[src/hw/rtl/sfp_pkg.sv]
// shared types and constants for the sample flatten and pack block
// no dependencies; every other rtl file refers to this package by scoped name
`default_nettype none

package sfp_pkg;

    localparam int MAX_COLORS = 4;
    localparam int CNT_W      = $clog2(MAX_COLORS + 1);
    localparam int IDX_W      = (MAX_COLORS > 1) ? $clog2(MAX_COLORS) : 1;

    // both queues hold a power-of-two number of entries so pointers wrap on their own
    localparam int CMD_DEPTH = 4;
    localparam int CMD_PTR_W = $clog2(CMD_DEPTH);
    localparam int CMD_CNT_W = $clog2(CMD_DEPTH + 1);
    localparam int RES_DEPTH = 4;
    localparam int RES_PTR_W = $clog2(RES_DEPTH);
    localparam int RES_CNT_W = $clog2(RES_DEPTH + 1);

    localparam logic [7:0] BYTE_MAX  = 8'hFF;
    localparam logic [3:0] FREE_FULL = 4'd8;

    typedef enum logic [1:0] {
        ACT_SAMPLE = 2'd0,
        ACT_EOL    = 2'd1,
        ACT_EOI    = 2'd2,
        ACT_NONE   = 2'd3
    } t_action;

    typedef enum logic [1:0] {
        REG_COLOR_COUNT = 2'd0,
        REG_HAS_ALPHA   = 2'd1,
        REG_EXTRA_COUNT = 2'd2,
        REG_BPC         = 2'd3
    } t_reg_idx;

    typedef enum logic {
        CMD_VALUES = 1'b0,
        CMD_FLUSH  = 1'b1
    } t_cmd_op;

    typedef enum logic [1:0] {
        BK_RUN = 2'b01,
        BK_END = 2'b10
    } t_back_state;

    typedef struct packed {
        logic [2:0] color_count;
        logic       has_alpha;
        logic [3:0] extra_count;
        logic [3:0] bpc;
    } t_cfg;

    // one command from the front: a run of values to pack, or a flush request
    typedef struct packed {
        t_cmd_op                       op;
        logic [CNT_W-1:0]              count;
        logic [MAX_COLORS-1:0][7:0]    vals;
    } t_cmd;

    typedef struct packed {
        logic [7:0] data;
        logic       last;
    } t_res;

endpackage

`default_nettype wire

[src/hw/rtl/sfp_front.sv]
// front end: component removal, alpha hold and flatten, command build
// depends on sfp_pkg
`default_nettype none

module sfp_front (
    input  wire logic          i_clk,
    input  wire logic          i_rst_n,
    input  wire sfp_pkg::t_cfg i_cfg,
    input  wire logic          i_accept,
    input  wire logic [1:0]    i_action,
    input  wire logic [7:0]    i_sample,
    output sfp_pkg::t_cmd      o_cmd,
    output logic               o_cmd_push
);

    // removal position reaches 19 with four colors, alpha and fifteen extras
    logic [4:0]                   r_removal_pos, n_removal_pos;
    logic [sfp_pkg::CNT_W-1:0]    r_alpha_pos, n_alpha_pos;
    logic [7:0]                   r_hold [sfp_pkg::MAX_COLORS];

    logic [sfp_pkg::CNT_W-1:0]    w_ceff;
    logic [3:0]                   w_keep;
    logic [4:0]                   w_total;
    logic [4:0]                   w_rpos_inc;
    logic                         w_pass;
    logic [7:0]                   w_adjust;
    logic [8:0]                   w_sum;
    logic                         w_hold_we;

    always_comb begin
        if ({1'b0, i_cfg.color_count} > 4'(sfp_pkg::MAX_COLORS)) begin
            w_ceff = sfp_pkg::CNT_W'(sfp_pkg::MAX_COLORS);
        end else begin
            w_ceff = sfp_pkg::CNT_W'(i_cfg.color_count);
        end
        w_keep     = 4'(w_ceff) + 4'(i_cfg.has_alpha);
        w_total    = {1'b0, w_keep} + {1'b0, i_cfg.extra_count};
        w_rpos_inc = r_removal_pos + 5'd1;
        w_pass     = (i_cfg.extra_count == 4'd0) || (r_removal_pos < {1'b0, w_keep});
        w_adjust   = sfp_pkg::BYTE_MAX - i_sample;
        w_sum      = '0;

        n_removal_pos = r_removal_pos;
        n_alpha_pos   = r_alpha_pos;
        w_hold_we     = 1'b0;
        o_cmd_push    = 1'b0;
        o_cmd.op      = sfp_pkg::CMD_VALUES;
        o_cmd.count   = sfp_pkg::CNT_W'(1);
        o_cmd.vals    = '0;
        o_cmd.vals[0] = i_sample;

        case (sfp_pkg::t_action'(i_action))
            sfp_pkg::ACT_SAMPLE: begin
                if (i_cfg.extra_count != 4'd0) begin
                    n_removal_pos = (w_rpos_inc >= w_total) ? 5'd0 : w_rpos_inc;
                end
                if (w_pass) begin
                    if (!i_cfg.has_alpha) begin
                        o_cmd_push = 1'b1;
                    end else if (r_alpha_pos >= w_ceff) begin
                        // alpha byte: flatten the held colors onto white
                        for (int i = 0; i < sfp_pkg::MAX_COLORS; i++) begin
                            w_sum = {1'b0, r_hold[i]} + {1'b0, w_adjust};
                            o_cmd.vals[i] = (w_sum >= {1'b0, sfp_pkg::BYTE_MAX}) ?
                                            sfp_pkg::BYTE_MAX : w_sum[7:0];
                        end
                        o_cmd.count = w_ceff;
                        o_cmd_push  = (w_ceff != '0);
                        n_alpha_pos = '0;
                    end else begin
                        w_hold_we   = 1'b1;
                        n_alpha_pos = r_alpha_pos + sfp_pkg::CNT_W'(1);
                    end
                end
            end
            sfp_pkg::ACT_EOL: begin
                n_removal_pos = 5'd0;
                n_alpha_pos   = '0;
                o_cmd.op      = sfp_pkg::CMD_FLUSH;
                o_cmd_push    = 1'b1;
            end
            sfp_pkg::ACT_EOI: begin
                o_cmd.op   = sfp_pkg::CMD_FLUSH;
                o_cmd_push = 1'b1;
            end
            default: begin
                o_cmd_push = 1'b0;
            end
        endcase

        if (!i_accept) begin
            n_removal_pos = r_removal_pos;
            n_alpha_pos   = r_alpha_pos;
            w_hold_we     = 1'b0;
            o_cmd_push    = 1'b0;
        end
    end

    always_ff @(posedge i_clk) begin
        if (!i_rst_n) begin
            r_removal_pos <= 5'd0;
            r_alpha_pos   <= '0;
        end else begin
            r_removal_pos <= n_removal_pos;
            r_alpha_pos   <= n_alpha_pos;
        end
    end

    always_ff @(posedge i_clk) begin
        if (w_hold_we) begin
            r_hold[r_alpha_pos[sfp_pkg::IDX_W-1:0]] <= i_sample;
        end
    end

endmodule

`default_nettype wire

[src/hw/rtl/sfp_cmd_queue.sv]
// command queue between front end and packer
// depends on sfp_pkg
`default_nettype none

module sfp_cmd_queue (
    input  wire logic          i_clk,
    input  wire logic          i_rst_n,
    input  wire logic          i_push,
    input  wire sfp_pkg::t_cmd i_cmd,
    input  wire logic          i_pop,
    output sfp_pkg::t_cmd      o_head,
    output logic               o_empty,
    output logic               o_full
);

    sfp_pkg::t_cmd                r_mem [sfp_pkg::CMD_DEPTH];
    logic [sfp_pkg::CMD_PTR_W-1:0] r_wptr, r_rptr;
    logic [sfp_pkg::CMD_CNT_W-1:0] r_cnt;

    assign o_empty = (r_cnt == '0);
    assign o_full  = (r_cnt == sfp_pkg::CMD_CNT_W'(sfp_pkg::CMD_DEPTH));
    assign o_head  = r_mem[r_rptr];

    always_ff @(posedge i_clk) begin
        if (!i_rst_n) begin
            r_wptr <= '0;
            r_rptr <= '0;
            r_cnt  <= '0;
        end else begin
            if (i_push) begin
                r_wptr <= r_wptr + sfp_pkg::CMD_PTR_W'(1);
            end
            if (i_pop) begin
                r_rptr <= r_rptr + sfp_pkg::CMD_PTR_W'(1);
            end
            if (i_push && !i_pop) begin
                r_cnt <= r_cnt + sfp_pkg::CMD_CNT_W'(1);
            end else if (!i_push && i_pop) begin
                r_cnt <= r_cnt - sfp_pkg::CMD_CNT_W'(1);
            end
        end
    end

    always_ff @(posedge i_clk) begin
        if (i_push) begin
            r_mem[r_wptr] <= i_cmd;
        end
    end

endmodule

`default_nettype wire

[src/hw/rtl/sfp_back.sv]
// back end: sub-byte packer and run tagging, one value per cycle
// while the result queue has room, bar the end step; depends on sfp_pkg
`default_nettype none

module sfp_back (
    input  wire logic          i_clk,
    input  wire logic          i_rst_n,
    input  wire logic [3:0]    i_bpc,
    input  wire sfp_pkg::t_cmd i_head,
    input  wire logic          i_cmd_empty,
    output logic               o_cmd_pop,
    input  wire logic          i_res_full,
    output logic               o_res_push,
    output sfp_pkg::t_res      o_res
);

    sfp_pkg::t_back_state      r_state, n_state;
    logic [sfp_pkg::CNT_W-1:0] r_idx, n_idx;
    logic [3:0]                r_free, n_free;
    logic [7:0]                r_packed, n_packed;
    logic                      r_stg_vld, n_stg_vld;
    logic [7:0]                r_stg_byte, n_stg_byte;

    logic       w_pk_on;
    logic [7:0] w_val, w_vm;
    logic [3:0] w_shift;
    logic [3:0] w_spill;
    logic [3:0] w_left;
    logic       v_emit;
    logic [7:0] v_byte, v_packed;
    logic [3:0] v_free;
    logic       w_is_last;

    function automatic logic [3:0] FREE_MINUS(input logic [3:0] spill);
        FREE_MINUS = sfp_pkg::FREE_FULL - spill;
    endfunction

    // packing step for the current value
    always_comb begin
        w_pk_on  = (i_bpc != 4'd0) && !i_bpc[3];
        w_val    = i_head.vals[r_idx[sfp_pkg::IDX_W-1:0]];
        w_vm     = w_val & ~(8'hFF << i_bpc[2:0]);
        w_shift  = r_free - i_bpc;
        w_spill  = i_bpc - r_free;
        w_left   = FREE_MINUS(w_spill);
        v_emit   = 1'b1;
        v_byte   = w_val;
        v_packed = r_packed;
        v_free   = r_free;
        if (w_pk_on) begin
            if (r_free >= i_bpc) begin
                v_byte   = r_packed | (w_vm << w_shift[2:0]);
                v_free   = w_shift;
                v_packed = v_byte;
                v_emit   = (w_shift == 4'd0);
                if (w_shift == 4'd0) begin
                    v_free   = sfp_pkg::FREE_FULL;
                    v_packed = 8'd0;
                end
            end else begin
                // value straddles the byte boundary
                v_byte   = r_packed | (w_vm >> w_spill[2:0]);
                v_packed = w_vm << w_left[2:0];
                v_free   = w_left;
            end
        end
    end

    always_comb begin
        n_state    = r_state;
        n_idx      = r_idx;
        n_free     = r_free;
        n_packed   = r_packed;
        n_stg_vld  = r_stg_vld;
        n_stg_byte = r_stg_byte;
        o_cmd_pop  = 1'b0;
        o_res_push = 1'b0;
        o_res.data = r_stg_byte;
        o_res.last = 1'b0;
        w_is_last  = (r_idx == (i_head.count - sfp_pkg::CNT_W'(1)));

        case (r_state)
            sfp_pkg::BK_RUN: begin
                if (!i_cmd_empty) begin
                    case (i_head.op)
                        sfp_pkg::CMD_FLUSH: begin
                            if (w_pk_on && (r_free != sfp_pkg::FREE_FULL)) begin
                                o_res_push = 1'b1;
                                o_res.data = r_packed;
                                o_res.last = 1'b1;
                                n_free     = sfp_pkg::FREE_FULL;
                                n_packed   = 8'd0;
                            end
                            o_cmd_pop = 1'b1;
                        end
                        sfp_pkg::CMD_VALUES: begin
                            n_free   = v_free;
                            n_packed = v_packed;
                            if (v_emit) begin
                                if (r_stg_vld) begin
                                    o_res_push = 1'b1;
                                end
                                if (w_is_last && !r_stg_vld) begin
                                    o_res_push = 1'b1;
                                    o_res.data = v_byte;
                                    o_res.last = 1'b1;
                                end else begin
                                    n_stg_vld  = 1'b1;
                                    n_stg_byte = v_byte;
                                end
                            end else if (w_is_last && r_stg_vld) begin
                                o_res_push = 1'b1;
                                o_res.last = 1'b1;
                                n_stg_vld  = 1'b0;
                            end
                            if (w_is_last) begin
                                o_cmd_pop = 1'b1;
                                n_idx     = '0;
                                if (v_emit && r_stg_vld) begin
                                    n_state = sfp_pkg::BK_END;
                                end
                            end else begin
                                n_idx = r_idx + sfp_pkg::CNT_W'(1);
                            end
                        end
                        default: begin
                            o_cmd_pop = 1'b1;
                        end
                    endcase
                end
            end
            sfp_pkg::BK_END: begin
                o_res_push = 1'b1;
                o_res.last = 1'b1;
                n_stg_vld  = 1'b0;
                n_state    = sfp_pkg::BK_RUN;
            end
            default: begin
                n_state = sfp_pkg::BK_RUN;
            end
        endcase

        // result queue full: hold everything and drop the push and the pop
        if (o_res_push && i_res_full) begin
            n_state    = r_state;
            n_idx      = r_idx;
            n_free     = r_free;
            n_packed   = r_packed;
            n_stg_vld  = r_stg_vld;
            n_stg_byte = r_stg_byte;
            o_cmd_pop  = 1'b0;
            o_res_push = 1'b0;
        end
    end

    always_ff @(posedge i_clk) begin
        if (!i_rst_n) begin
            r_state   <= sfp_pkg::BK_RUN;
            r_idx     <= '0;
            r_free    <= sfp_pkg::FREE_FULL;
            r_packed  <= 8'd0;
            r_stg_vld <= 1'b0;
        end else begin
            r_state   <= n_state;
            r_idx     <= n_idx;
            r_free    <= n_free;
            r_packed  <= n_packed;
            r_stg_vld <= n_stg_vld;
        end
    end

    always_ff @(posedge i_clk) begin
        r_stg_byte <= n_stg_byte;
    end

endmodule

`default_nettype wire

[src/hw/rtl/sfp_res_queue.sv]
// result queue feeding the output side
// depends on sfp_pkg
`default_nettype none

module sfp_res_queue (
    input  wire logic          i_clk,
    input  wire logic          i_rst_n,
    input  wire logic          i_push,
    input  wire sfp_pkg::t_res i_res,
    input  wire logic          i_pop,
    output sfp_pkg::t_res      o_head,
    output logic               o_empty,
    output logic               o_full
);

    sfp_pkg::t_res                 r_mem [sfp_pkg::RES_DEPTH];
    logic [sfp_pkg::RES_PTR_W-1:0] r_wptr, r_rptr;
    logic [sfp_pkg::RES_CNT_W-1:0] r_cnt;
    logic                          w_pop;

    assign o_empty = (r_cnt == '0);
    assign o_full  = (r_cnt == sfp_pkg::RES_CNT_W'(sfp_pkg::RES_DEPTH));
    assign o_head  = r_mem[r_rptr];
    assign w_pop   = i_pop && !o_empty;

    always_ff @(posedge i_clk) begin
        if (!i_rst_n) begin
            r_wptr <= '0;
            r_rptr <= '0;
            r_cnt  <= '0;
        end else begin
            if (i_push) begin
                r_wptr <= r_wptr + sfp_pkg::RES_PTR_W'(1);
            end
            if (w_pop) begin
                r_rptr <= r_rptr + sfp_pkg::RES_PTR_W'(1);
            end
            if (i_push && !w_pop) begin
                r_cnt <= r_cnt + sfp_pkg::RES_CNT_W'(1);
            end else if (!i_push && w_pop) begin
                r_cnt <= r_cnt - sfp_pkg::RES_CNT_W'(1);
            end
        end
    end

    always_ff @(posedge i_clk) begin
        if (i_push) begin
            r_mem[r_wptr] <= i_res;
        end
    end

endmodule

`default_nettype wire

[src/hw/rtl/sample_flatten_and_pack.sv]
// top level of the sample flatten and pack block: config registers, front end,
// command queue, packer and result queue; depends on sfp_pkg and all sfp_ modules
// usage
//   input channel: push/full, one item (i_action, i_sample) per transfer
//   result channel: empty/pop; the oldest result sits on o_out_byte and
//     o_last_of_run while empty is low, o_last_of_run marks the final result
//     of the item that caused it
//   config: apb-style writes at byte address 4*index, pready tied high,
//     reads return the register value; write only while the block is idle
// timing
//   an item is classified in its accept cycle and lands in a 4-entry command
//   queue; the packer works on the queue head and may hold a finished byte
//   in its staging register before the byte enters the result queue
//   throughput: one item per cycle for items with at most one value while the
//   result queue has room; an alpha byte holds the packer for each of its colors,
//   plus an end step when its last value and an earlier one both complete a byte
// reset (synchronous, active low) restores the register defaults, clears
// both positions and the packer, and empties both queues
// a stalled receiver fills the 4-entry result queue, the packer then holds,
// the command queue fills and full rises on the input side
`default_nettype none

module sample_flatten_and_pack (
    input  wire logic        i_clk,
    input  wire logic        i_rst_n,
    // input channel
    input  wire logic        push,
    output logic             full,
    input  wire logic [1:0]  i_action,
    input  wire logic [7:0]  i_sample,
    // result channel
    output logic             empty,
    input  wire logic        pop,
    output logic [7:0]       o_out_byte,
    output logic             o_last_of_run,
    // config port
    input  wire logic        psel,
    input  wire logic        penable,
    input  wire logic        pwrite,
    input  wire logic [3:0]  paddr,
    input  wire logic [31:0] pwdata,
    output logic [31:0]      prdata,
    output logic             pready
);

    sfp_pkg::t_cfg r_cfg;
    logic          w_cfg_we;
    logic          w_accept;

    sfp_pkg::t_cmd w_cmd, w_head;
    logic          w_cmd_push, w_cmd_pop, w_cmd_empty, w_cmd_full;

    sfp_pkg::t_res w_res, w_res_head;
    logic          w_res_push, w_res_full;

    // config registers, written on the apb access phase
    assign pready   = 1'b1;
    assign w_cfg_we = psel && penable && pwrite && pready;

    always_ff @(posedge i_clk) begin
        if (!i_rst_n) begin
            r_cfg.color_count <= 3'd3;
            r_cfg.has_alpha   <= 1'b0;
            r_cfg.extra_count <= 4'd0;
            r_cfg.bpc         <= 4'd8;
        end else if (w_cfg_we) begin
            case (sfp_pkg::t_reg_idx'(paddr[3:2]))
                sfp_pkg::REG_COLOR_COUNT: r_cfg.color_count <= pwdata[2:0];
                sfp_pkg::REG_HAS_ALPHA:   r_cfg.has_alpha   <= pwdata[0];
                sfp_pkg::REG_EXTRA_COUNT: r_cfg.extra_count <= pwdata[3:0];
                sfp_pkg::REG_BPC:         r_cfg.bpc         <= pwdata[3:0];
                default:                  r_cfg             <= r_cfg;
            endcase
        end
    end

    // register readback, zero extended
    always_comb begin
        case (sfp_pkg::t_reg_idx'(paddr[3:2]))
            sfp_pkg::REG_COLOR_COUNT: prdata = {29'd0, r_cfg.color_count};
            sfp_pkg::REG_HAS_ALPHA:   prdata = {31'd0, r_cfg.has_alpha};
            sfp_pkg::REG_EXTRA_COUNT: prdata = {28'd0, r_cfg.extra_count};
            sfp_pkg::REG_BPC:         prdata = {28'd0, r_cfg.bpc};
            default:                  prdata = 32'd0;
        endcase
    end

    // input side: the front end takes an item whenever the command queue has room
    assign full     = w_cmd_full;
    assign w_accept = push && !full;

    sfp_front u_front (
        .i_clk      (i_clk),
        .i_rst_n    (i_rst_n),
        .i_cfg      (r_cfg),
        .i_accept   (w_accept),
        .i_action   (i_action),
        .i_sample   (i_sample),
        .o_cmd      (w_cmd),
        .o_cmd_push (w_cmd_push)
    );

    sfp_cmd_queue u_cmd_queue (
        .i_clk   (i_clk),
        .i_rst_n (i_rst_n),
        .i_push  (w_cmd_push),
        .i_cmd   (w_cmd),
        .i_pop   (w_cmd_pop),
        .o_head  (w_head),
        .o_empty (w_cmd_empty),
        .o_full  (w_cmd_full)
    );

    // back end: packs values and tags the last result of each run
    sfp_back u_back (
        .i_clk       (i_clk),
        .i_rst_n     (i_rst_n),
        .i_bpc       (r_cfg.bpc),
        .i_head      (w_head),
        .i_cmd_empty (w_cmd_empty),
        .o_cmd_pop   (w_cmd_pop),
        .i_res_full  (w_res_full),
        .o_res_push  (w_res_push),
        .o_res       (w_res)
    );

    sfp_res_queue u_res_queue (
        .i_clk   (i_clk),
        .i_rst_n (i_rst_n),
        .i_push  (w_res_push),
        .i_res   (w_res),
        .i_pop   (pop),
        .o_head  (w_res_head),
        .o_empty (empty),
        .o_full  (w_res_full)
    );

    assign o_out_byte    = w_res_head.data;
    assign o_last_of_run = w_res_head.last;

    // checks
    a_res_no_overflow: assert property (@(posedge i_clk) disable iff (!i_rst_n)
        w_res_push |-> !w_res_full)
        else $error("result queue written while full");

    a_cmd_no_overflow: assert property (@(posedge i_clk) disable iff (!i_rst_n)
        w_cmd_push |-> !w_cmd_full)
        else $error("command queue written while full");

    a_pop_needs_cmd: assert property (@(posedge i_clk) disable iff (!i_rst_n)
        w_cmd_pop |-> !w_cmd_empty)
        else $error("command queue popped while empty");

    a_reset_empties: assert property (@(posedge i_clk)
        !i_rst_n |=> (empty && !full))
        else $error("queues not cleared by reset");

endmodule

`default_nettype wire

[config.mk]
export PLATFORM = sky130hd
export DESIGN_NAME = sample_flatten_and_pack
export DESIGN_NICKNAME = d
export VERILOG_FILES = /design/src/hw/rtl/sfp_pkg.sv /design/src/hw/rtl/sfp_front.sv /design/src/hw/rtl/sfp_cmd_queue.sv /design/src/hw/rtl/sfp_back.sv /design/src/hw/rtl/sfp_res_queue.sv /design/src/hw/rtl/sample_flatten_and_pack.sv
export SDC_FILE = /design/constraint.sdc
export NUM_CORES = 1
export LEC_CHECK = 0
export BUFFER_PORTS_ARGS = -buffer_cell sky130_fd_sc_hd__buf_2
export CAP_MARGIN = 10
export CORE_MARGIN = 2
export CORE_UTILIZATION = 60
export CTS_BUF_LIST = sky130_fd_sc_hd__clkbuf_4 sky130_fd_sc_hd__clkbuf_8
export CTS_CLUSTER_DIAMETER = 150
export DETAILED_ROUTE_END_ITERATION = 12
export GPL_ROUTABILITY_DRIVEN = 0
export PLACE_DENSITY = 0.87
export SLEW_MARGIN = 30
export SYNTH_ARGS = -nofsm -noshare
export SYNTH_HDL_FRONTEND = slang
export SYNTH_HIERARCHICAL = 1
export SYNTH_SLANG_ARGS = --single-unit
[constraint.sdc]
create_clock -name i_clk -period 5.6 [get_ports i_clk]
set_input_delay 1.12 -clock i_clk [delete_from_list [all_inputs] [get_ports i_clk]]
set_output_delay 1.12 -clock i_clk [all_outputs]
set_load 0.01 [all_outputs]
==> summary.md <==
| Metric | Value |
|---|---|
| Run status | complete, no violations |
| Via count | about 10000 |
| WL per Instance | between 15 and 20 µm |
| # Max-Cap Violations | 0 |
| Metal3 WL | about 2300 µm |
| CP max-delay cell | mux4_1 |
| Most common flop cell mapped by yosys | edfxtp_1 |
| Worst setup SP type | register |
| Core Area | between 0.02 and 0.025 mm² |
| Clk slew on worst S/H paths | ~60 ps |
| Cells after synthesis | roughly 1200 |
| Fin Setup TNS | 0 ps |
| Met1 WL | 12800 µm |
| Row cnt | 58 |
| Commonest non-fill, non-tap cell in the layout | edfxtp_1 |
| Crit path cell chain | buf_4 -> mux4_1 -> or3b_2 -> o41ai_1 -> o311a_2 -> o21ai_4 -> nand3_1 -> nor2_1 -> inv_1 -> ha_1 -> inv_1 -> fa_1 -> xor2_1 -> or3_1 -> a21boi_0 |
| Hold slack | 493 ps |
| Yosys Warn Count | 6 |
| Area leader, netlist | edfxtp_1 |
| Switch Pwr | around 1700 µW |
| GRT Overall Usage | 0.245 |
| Leakage | between 0.006 and 0.007 µW |
| Final Max Tran Viols | 0 |
| CP dominant cell by count | inv_1 |
| Pint | 3990 µW |
| Max Buffers Root-to-Sink | 3 |
| Hold path depth | 2 |
| Number of top-level pins | 97 |
| Drt pass-1 iters | 6 |
| First-pass GRT wire length | 51300 µm |
| Pin count of the biggest net entering global routing | 46 |
| Die width | 163 µm |
| Die area | 0.0265 mm² |
| Fin nets | 1394 |
| H-tree depth | 2 |
| Total gr overflow | 0 |
| Crit path max fanout | 30 |
| Vias per cell | approximately 6.4 |
| Port Buffers | 37 |
| Worst relative slew slack | 0.354 |
| Layout cell share with drive strength beyond 1 | 0.161 |
| RSZ-0062 raised after global routing | no |
| PostCTS Resize Cnt | 0 |
| Post-synth ARST share | 0 |
| Register area share after synthesis | 0.511 |
| Top cells by area, synth | edfxtp_1 (44%), dfxtp_1 (7.4%), mux4_2 (7.2%) |
| Worst Path Required | slightly above 6000 ps |
| Setup Crit Path Kind | reg2reg |
| Clk Latency, worst-skew pair | 540 ps |
| Crit share post-route | 0.817 |
| Hold WC Path Type | reg2reg |
| Root Buffer | clkbuf_8 |
| Commonest cells after routing, fill and taps aside | edfxtp_1 (220), nand2_1 (79), ha_1 (79), a21oi_1 (67), inv_1 (55) |
| Cell variety after synth | 100 |
| CTS tree | built |
| Reg2Reg Depth | 15 |
| # DRC | 0 |
| Maximum clock rate | about 220 MHz |
| Initial antenna violation count | 0 |
| # Post-CTS Setup Buffers | 0 |
| Flop pwr share | 0.456 |
| Pwr Density | between 300 and 400 mW/mm² |
| Vias in the first global route | about 10000 |
| Combinational share of power | 0.245 |
| Worst Path Arrival | approximately 5000 ps |
| Final worst path period need | about 4600 ps |
| Synth top area share | 0.437 |
| Num CTS Buffers | 44 |
| Worst Clk Skew | slightly above 30 ps |
| Design area | 0.0163 mm² |
| P&R area growth vs syn | 7.86% |
| Bufs and invs on worst path | 3 |
| Initial drt markers | between 1000 and 1500 |
| Starting Density | 0.606 |
| Switch share | 0.296 |
| Placed Area | between 0.015 and 0.02 mm² |
| Worst slew pin tran | between 900 and 1000 ps |
| Crit path capture type | register |
| Peak supply drop | 0.253 mV |
| Die Height | about 160 µm |
| Hold buffer count at cts | 0 |
| Final core occ | 0.653 |
| ANT nets after route | 0 |
| Sink Count | around 280 |
| Top cell family by delay on the critical path | simple AND/OR/NAND/NOR gates |
| HPWL after detailed placement | ~23000 µm |
| EDFF count, synth | 220 |
| Syn Std Cell Area | 0.0151 mm² |
| # diodes | 0 |
| Slowest stage delay, CP | 770 ps |
| WP depth | 15 |
| Max Used Layer | met4 |
| Met2 WL post-DR | around 16000 µm |
| Yosys reg bits | about 280 |
| # setup viols final | 0 |
| Final Hold Vio Count | 0 |
| Clock power share | 0.299 |
| Syn_area_per_cell | between 10 and 15 µm² |
| Routed wire length | between 30000 and 40000 µm |
==> metrics by stage <==
step | power [µW] | cells | setup WS (ps)
after floorplan | 3690 | 1228 | 1330
after CTS | 5680 | 1614 | 1060
after global placement | 3920 | 1537 | 1230
after global routing | 5910 | 1614 | 753
final | 5660 | 1614 | 1020
after detailed placement | 4000 | 1537 | 1070
==> layer usage <==
layer  track usage  vias up
met3        0.0392       93
met1         0.316     5027
met2         0.423      504
li1              -     4652
met4        0.0869        0
met5             0        -
==> tightest hold or removal path, cell delays in order (launching register included) <==
cell     delay (ps)
dfxtp_1         320
nand2_1          60
o21ai_0          60
==> cell usage after synthesis (7+ instances only) <==
master / count
buf_4: 31
a32o_1: 8
a21o_1: 20
or3_1: 11
fa_1: 9
o21a_1: 19
a21boi_0: 12
mux2i_1: 18
o211ai_1: 7
o21ai_0: 38
a211oi_1: 12
nor2_1: 54
xnor2_1: 20
clkbuf_1: 20
a31oi_1: 19
nor2b_1: 25
xor2_1: 19
a21oi_1: 67
dfxtp_1: 56
nand2b_1: 10
nand2_1: 79
ha_1: 79
nand3_1: 28
buf_2: 9
o31ai_1: 12
nor3_1: 18
and2_1: 24
inv_1: 55
mux4_2: 48
edfxtp_1: 220
==> power by group through the flow <==
stage	sequential, µW	combinational [µW]	clock [µW]
after floorplan	2550	1140	0
after global placement	2610	1310	0
after detailed placement	2630	1370	0
after CTS	2580	1380	1720
after global routing	2600	1500	1810
final	2580	1390	1690
==> worst paths after layout <==
kind	start	to	slack, ps
min	u_front/r_alpha_pos[2]$_SDFFE_PN0P_	u_front/r_alpha_pos[2]$_SDFFE_PN0P_	490
min reg2reg	u_front/r_alpha_pos[2]$_SDFFE_PN0P_	u_front/r_alpha_pos[2]$_SDFFE_PN0P_	490
max	register	u_cmd_queue/r_cnt[2]$_SDFFE_PN0P_	1020
max reg2reg	register	u_cmd_queue/r_cnt[2]$_SDFFE_PN0P_	1020
==> final cells by class <==
| class | count | area, µm² |
|---|---|---|
| Clock buffer | 58 | 723 |
| Tap cell | 330 | 413 |
| Fill cell | 1746 | 8660 |
| Inverter | 57 | 219 |
| Sequential cell | 276 | 7730 |
| Clock inverter | 19 | 145 |
| Multi-Input combinational cell | 823 | 6780 |
| Timing Repair Buffer | 51 | 290 |
==> sequential cells by signal, indices dropped and copies added, names as in the netlist, named ones only <==
signal / count
u_front/r_alpha_pos: 3
u_cmd_queue/r_cnt: 3
u_res_queue/r_mem: 36
u_res_queue/r_cnt: 3
u_back/r_stg_vld: 1
u_res_queue/r_rptr: 2
u_back/r_packed: 8
r_cfg: 12
u_front/r_removal_pos: 5
u_cmd_queue/r_rptr: 2
u_cmd_queue/r_wptr: 2
u_back/r_stg_byte: 8
u_res_queue/r_wptr: 2
u_cmd_queue/r_mem: 144
u_back/r_state: 2
u_back/r_idx: 3
u_back/r_free: 4
u_front/r_hold: 32
==> cell families after synthesis <==
family | after synthesis | share of synthesized area
fa+ha+maj | 88 | 0.0773
compound gates | 287 | 0.134
buf+inv | 129 | 0.0472
simple gates | 299 | 0.105
other cells | 4 | 0.000993
mux | 76 | 0.0976
xor+xnor | 42 | 0.0268
flops | 276 | 0.511
(Power assumes the default switching activity.)
